==> src/rtl/fbrci_pkg.sv <==
package fbrci_pkg;

  // Frame store geometry
  localparam int unsigned COLUMNS = 128;
  localparam int unsigned PAGES   = 8;
  localparam int unsigned DEPTH   = COLUMNS * PAGES;

  localparam int unsigned COL_W  = $clog2(COLUMNS);
  localparam int unsigned PAGE_W = (PAGES > 1) ? $clog2(PAGES) : 1;
  localparam int unsigned ROW_W  = PAGE_W + 3;
  localparam int unsigned ADDR_W = $clog2(DEPTH);

  localparam int unsigned COORD_W = 10;
  localparam logic [7:0]  FULL_MASK = 8'hFF;

  typedef enum logic [1:0] {
    MODE_CLEAR  = 2'd0,
    MODE_INVERT = 2'd1,
    MODE_READ   = 2'd2,
    MODE_NONE   = 2'd3
  } mode_e;

  // Controller to datapath
  typedef struct packed {
    logic sweep;    // write zeros at the sweep address
    logic load;     // capture a new request
    logic step;     // issue one read-modify-write of the rectangle
    logic rd;       // issue the byte read
    logic respond;  // present the result
  } cmd_t;

  // Datapath to controller
  typedef struct packed {
    logic sweep_last;
    logic run_last;
    logic go_rect;
    logic go_read;
  } status_t;

endpackage

==> src/rtl/fbrci_ctrl.sv <==
module fbrci_ctrl
  import fbrci_pkg::*;
(
  input  logic    clk_i,
  input  logic    rst_ni,
  input  logic    start_i,
  input  status_t status_i,
  output cmd_t    cmd_o,
  output logic    busy_o
);

  typedef enum logic [5:0] {
    ST_SWEEP = 6'b000001,
    ST_IDLE  = 6'b000010,
    ST_RUN   = 6'b000100,
    ST_FLUSH = 6'b001000,
    ST_RDMEM = 6'b010000,
    ST_RESP  = 6'b100000
  } state_e;

  state_e state_q, state_d;

  always_ff @(posedge clk_i or negedge rst_ni) begin
    if (!rst_ni) begin
      state_q <= ST_SWEEP;
    end else begin
      state_q <= state_d;
    end
  end

  always_comb begin
    state_d = state_q;
    cmd_o   = '0;
    busy_o  = 1'b1;
    case (state_q)
      ST_SWEEP: begin
        cmd_o.sweep = 1'b1;
        if (status_i.sweep_last) begin
          state_d = ST_IDLE;
        end
      end
      ST_IDLE: begin
        busy_o = 1'b0;
        if (start_i) begin
          cmd_o.load = 1'b1;
          if (status_i.go_rect) begin
            state_d = ST_RUN;
          end else if (status_i.go_read) begin
            state_d = ST_RDMEM;
          end else begin
            state_d = ST_RESP;
          end
        end
      end
      ST_RUN: begin
        cmd_o.step = 1'b1;
        if (status_i.run_last) begin
          state_d = ST_FLUSH;
        end
      end
      ST_FLUSH: begin
        state_d = ST_RESP;
      end
      ST_RDMEM: begin
        cmd_o.rd = 1'b1;
        state_d  = ST_RESP;
      end
      ST_RESP: begin
        cmd_o.respond = 1'b1;
        state_d       = ST_IDLE;
      end
      default: begin
        state_d = ST_IDLE;
      end
    endcase
  end

  a_resp_single: assert property (@(posedge clk_i) disable iff (!rst_ni)
    cmd_o.respond |=> !cmd_o.respond && !busy_o)
    else $error("result strobe not followed by idle");

  a_sweep_exit: assert property (@(posedge clk_i) disable iff (!rst_ni)
    cmd_o.sweep |=> cmd_o.sweep || state_q == ST_IDLE)
    else $error("clearing pass left to a state other than idle");

endmodule

==> config.mk <==
export PLATFORM = sky130hd
export DESIGN_NAME = fbrci_ctrl
export DESIGN_NICKNAME = d
export VERILOG_FILES = /design/src/rtl/fbrci_pkg.sv /design/src/rtl/fbrci_ctrl.sv
export SDC_FILE = /design/constraint.sdc
export NUM_CORES = 1
export LEC_CHECK = 0
export BUFFER_PORTS_ARGS = -buffer_cell sky130_fd_sc_hd__buf_2
export CAP_MARGIN = 10
export CORE_AREA = 2 2 39 41
export DETAILED_ROUTE_END_ITERATION = 16
export DIE_AREA = 0 0 41 43
export GPL_ROUTABILITY_DRIVEN = 0
export HOLD_SLACK_MARGIN = 0.08
export PLACE_DENSITY = 0.57
export SLEW_MARGIN = 20
export SYNTH_ARGS = -nofsm -noshare
export SYNTH_HDL_FRONTEND = slang
export SYNTH_SLANG_ARGS = --single-unit
==> constraint.sdc <==
create_clock -name clk_i -period 1.9 [get_ports clk_i]
set_input_delay 0 -clock clk_i [delete_from_list [all_inputs] [get_ports clk_i]]
set_output_delay 0 -clock clk_i [all_outputs]
set_load 0.005 [all_outputs]
==> impl_metrics.yaml, run 1 <==
clock_network:
  htree_levels: 1
  cts.clk_slew.worst_paths_ns: 0.05
  cts_setup_buffers: 0
  insertion_delay_ns: 0.25
  root_buffer: "clkbuf_4"
  cts_tree: "built"
  clock_sinks: 6
  cts.path.max_buffers: 2
  cts_buffers: 3
min_path:
  hp-class: "primary input to async pin"
final_layout:
  largest_reg_flops: 6
  postLayoutCellArea_um2: 577
  regArea_um2: 151
  layout-drive-gt1-share: 0.517
  filler_cell_count: 142
  area_growth_pct: 65.8
  final_core_util: 0.417
  multiInputGateArea_um2: 230
  regMostFlops: "state_q"
  nets: 66
  reg.largest.list: "state_q: 6 flops"
  instances_no_fill: 74
  diodes: 0
flow_run:
  drv_cap: 0
timing:
  worstMarginPinSlew_ns: 0.353
  hold_viol: 0
  slew_violations: 0
  min_period_ns: 1.82
  rsz0062_at_grt: "false"
  setup_viol: 0
  skew_ns: 0.0110
  setup_slack_ns: 0.0829
  timing.final.crit_share: 0.956
  relSlewSlack: 0.763
  clock.fmax_mhz: 550
synthesis:
  ys_seq_area_frac: 0.435
  yosysWarningCount: 0
  synth.area.top_cells: "dfrtp_1 36%, or4_1 8.6%, dfstp_2 7.6%"
  netlist_instances: 33
  postSynthAreaPerCell_um2: 10.5
  synth.distinct_cells: 17
  synth_top_cell_area_share: 0.360
  synthesis.nets: 40
  synth_area_um2: 348
  synth_seq_cells: 6
  synth_top_area_cell: "dfrtp_1"
critical_path:
  critPathKind: "register to register"
  start_kind: "register"
  cp_max_fo: 4
  crit_path_cell_trace: "or4_4, or4_4, a2111oi_4"
  path_common_cell: "or4_4"
  worstPathRequired_ns: 2.05
  critPathArrivalTime_ns: 1.97
  endpoint_kind: "register"
  crit_path_max_incr_delay_ns: 0.53
  crit_slowest_cell: "or4_4"
floorplanning:
  die_y_um: 43
  rows: 14
  start_util: 0.251
  core-area_um2: 1380
  die_area_um2: 1760
  pin_count: 13
  die_x_um: 41
global_route:
  grt-ovfl-total: 0
  grt_start_max_net_pins: 7
  grt_util_all_layers: 0.135
  antenna_found_initial: 0
  grt_pass1_vias: 354
  grt_pass1_wl_um: 1490
drt:
  viasPerCell: 4.86
  first_pass_iters: 2
  drc: 0
  drt-initial-drc-count: 6
  vias: 360
  routed_wirelength_um: 920
  routedWlPerCell_um: 12.4
  antenna_left: 0
power_and_ir_drop:
  p_leak_uw: 0.000262
  ir_drop_uv: 424
  power_density_nw_per_um2: 1130
  power_uw: 650
placed_design:
  pre_cts_slack_ns: 0.0492
  port-buffer-count: 12
  dp_cells: 66
  hpwl_um: 691
  place_area_um2: 468
run_status:
  status: "completed"
## critical path: cells and delay by family (launching register included)
family	cells	cell delay, ns
flops	1	0.40
compound gates	1	0.29
simple gates	2	1.04
## Yosys cell counts (all sizes together)
library cell  n
or2           2
dfstp         1
nor4          2
buf           1
nor2          1
xnor2         1
nor3b         3
a21o          1
nor4b         4
nand2b        2
or4           4
nor3          3
inv           1
or3           1
dfrtp         5
a2111oi       1
## stage by stage
| step | hold slack (ns) | setup TNS, ns |
|---|---|---|
| 2_1_floorplan | -0.296 | -0.0202 |
| 3_3_place_gp | -0.173 | 0 |
| 3_5_place_dp | -0.173 | 0 |
| 4_1_cts | 0.0924 | 0 |
| 5_1_grt | 0.0965 | 0 |
| 6_report | 0.0923 | 0 |
## layout make-up
class,count,area share
repair buffers,22,0.252
flip-flops and latches,6,0.262
well taps,16,0.0347
inverters,1,0.00651
multi-input cells,25,0.399
clock buffers,4,0.0456
## power by group
part / switching [uW] / internal (uW) / total (uW)
clock network: 50.0 / 79.8 / 130
registers: 28.0 / 157 / 185
logic: 161 / 175 / 335
total: 239 / 411 / 650
## cell families (layout without fill, tap and decap cells)
kind of cell	after synthesis	in the layout	synth area share
and+or+nand+nor	22	22	0.450
DFF	6	6	0.435
AOI/OAI and AO/OA	2	2	0.0647
buffers and inverters	2	27	0.0252
xor gates and xnor gates	1	1	0.0252
## placed cells by master, fill, tap and decap left out, types with 3 or more instances in the layout
master,instances
buf_2,12
buf_4,6
dfrtp_1,5
dlygate4sd3_1,4
nor3b_1,3
nor4b_2,3
clkbuf_4,3
## worst paths after layout
path,from,to,slack [ns],cells after the start
worst max-delay path,state_q[3],state_q[5],0.08,3
worst min-delay path,rst_ni,state_q[5],0.09,2
worst max register to register,state_q[3],state_q[5],0.08,3
worst min register to register,state_q[1],state_q[0],0.66,2
max in group asynchronous,rst_ni,state_q[0],1.58,2
min in group clk_i,start_i,state_q[2],0.20,4
## routing by layer
layer | GRT usage | wire length (um) | part of all wire
met1 | 0.136 | 404 | 0.44
met2 | 0.213 | 464 | 0.50
met3 | 0.0628 | 40 | 0.043
met4 | 0.0800 | 10 | 0.011
met5 | 0 | 0 | 0
## timing repair
item / 4_1_cts / 5_1_grt
gates resized for setup: 0 / 7
endpoints found under the hold margin: 10 / 0
endpoints found under the setup margin: 0 / 3
hold buffers: 4 / 0
(Power assumes the default switching activity.)
==> run 2: changes to the inputs <==
- BUFFER_PORTS_ARGS: -buffer_cell sky130_fd_sc_hd__buf_2 -> -buffer_cell sky130_fd_sc_hd__buf_4
==> impl_metrics.yaml, run 2 (synthesis gave the netlist of run 1 again) <==
timing:
  setup_viol: 0
  min_period_ns: 1.87
  rsz0062_at_grt: "true"
  timing.final.crit_share: 0.986
  skew_ns: 0.00455
  hold_viol: 0
  setup_slack_ns: 0.0260
  worstMarginPinSlew_ns: 0.344
  relSlewSlack: 0.769
  slew_violations: 0
  clock.fmax_mhz: 534
drt:
  vias: 372
  drc: 0
  routedWlPerCell_um: 12.7
  first_pass_iters: 4
  viasPerCell: 5.03
  routed_wirelength_um: 942
  antenna_left: 0
  drt-initial-drc-count: 1
global_route:
  grt_start_max_net_pins: 7
  grt_pass1_vias: 313
  grt_util_all_layers: 0.124
  antenna_found_initial: 0
  grt-ovfl-total: 0
  grt_pass1_wl_um: 1310
critical_path:
  worstPathRequired_ns: 2.05
  crit_slowest_cell: "or4_1"
  worstReg2RegEnd: "state_q[5]"
  critPathArrivalTime_ns: 2.02
  crit_path_cell_trace: "or4_1, or4_1, a2111oi_4"
  r2r_start: "state_q[2]"
  r2r_cells: 3
  endpoint_kind: "register"
  start_kind: "register"
  critPathKind: "register to register"
  cp_max_fo: 2
  r2r_slack_ns: 0.03
  path_common_cell: "or4_1"
  crit_path_max_incr_delay_ns: 0.55
final_layout:
  area_growth_pct: 68.7
  final_core_util: 0.424
  filler_cell_count: 137
  final_common_cell: "buf_4"
  final_cell_mix: "18 x buf_4, 5 x dfrtp_1, 4 x or4_1, 4 x dlygate4sd3_1"
  instances_no_fill: 74
  regMostFlops: "state_q"
  largest_reg_flops: 6
  reg.largest.list: "state_q: 6 flops"
  diodes: 0
  layout-drive-gt1-share: 0.448
  nets: 66
placed_design:
  dp_cells: 66
  port-buffer-count: 12
  hpwl_um: 653
  pre_cts_slack_ns: 0.0933
floorplanning:
  core-area_um2: 1380
  start_util: 0.251
  die_x_um: 41
  rows: 14
  die_area_um2: 1760
  pin_count: 13
  die_y_um: 43
clock_network:
  cts_setup_buffers: 0
  cts.path.max_buffers: 2
  cts_buffers: 3
  htree_levels: 1
  root_buffer: "clkbuf_4"
  cts_tree: "built"
  clock_sinks: 6
  insertion_delay_ns: 0.25
  cts.clk_slew.worst_paths_ns: 0.05
power_and_ir_drop:
  p_leak_uw: 0.000263
  power_density_nw_per_um2: 1100
  power_uw: 643
  ir_drop_uv: 471
flow_run:
  drv_cap: 0
min_path:
  hp-class: "primary input to async pin"
run_status:
  status: "completed"
-- run 2: worst max path at each step --
stage	start	end	depth (start not counted)
final	state_q[2]	state_q[5]	3
after global routing	state_q[2]	state_q[5]	3
after CTS	state_q[2]	cmd_o[3]	4
after detailed placement	state_q[2]	state_q[5]	3
after global placement	state_q[2]	state_q[5]	3
after floorplan	state_q[2]	state_q[5]	4
-- run 2: worst max-delay path: cells and delay by family (launching register included) --
kind | cells | cell delay [ns]
flip-flops | 1 | 0.37
AND/OR/NAND/NOR | 2 | 1.10
AO/OA/AOI/OAI | 1 | 0.31
-- run 2: timing repair --
action                                  4_1_cts  5_1_grt
endpoints found under the hold margin        10        0
gates resized for setup                       0        3
endpoints found under the setup margin        0        2
hold buffers                                  4        0
-- run 2: power breakdown --
group	switching [uW]	total, uW	internal, uW
clock	52.8	133	80.0
combinational	153	328	174
sequential	25.9	183	157
-- run 2: layer usage --
| layer | part of all wire | up-vias | wire length [um] | track usage |
|---|---|---|---|---|
| met5 | 0 | - | 0 | 0 |
| met2 | 0.48 | 10 | 455 | 0.156 |
| met1 | 0.42 | 177 | 400 | 0.140 |
| met3 | 0.057 | 5 | 54 | 0.0628 |
| li1 | - | 180 | - | - |
| met4 | 0.034 | 0 | 32 | 0.120 |
-- run 2: metrics by stage --
stage,cell area [um2],hold WS (ns),TNS [ns]
2_1_floorplan,350,-0.296,-0.0202
3_3_place_gp,498,-0.187,0
3_5_place_dp,498,-0.187,0
4_1_cts,564,0.0910,0
5_1_grt,587,0.101,-0.0689
6_report,587,0.0910,0
-- run 2: area by class of cell --
type / instances / area, um2 / share of cell area
multi-input combinational: 25 / 210 / 0.358
timing repair buffer: 22 / 175 / 0.299
sequential: 6 / 151 / 0.258
clock buffer: 4 / 26.3 / 0.0448
tap: 16 / 20.0 / 0.0341
inverter: 1 / 3.75 / 0.00640
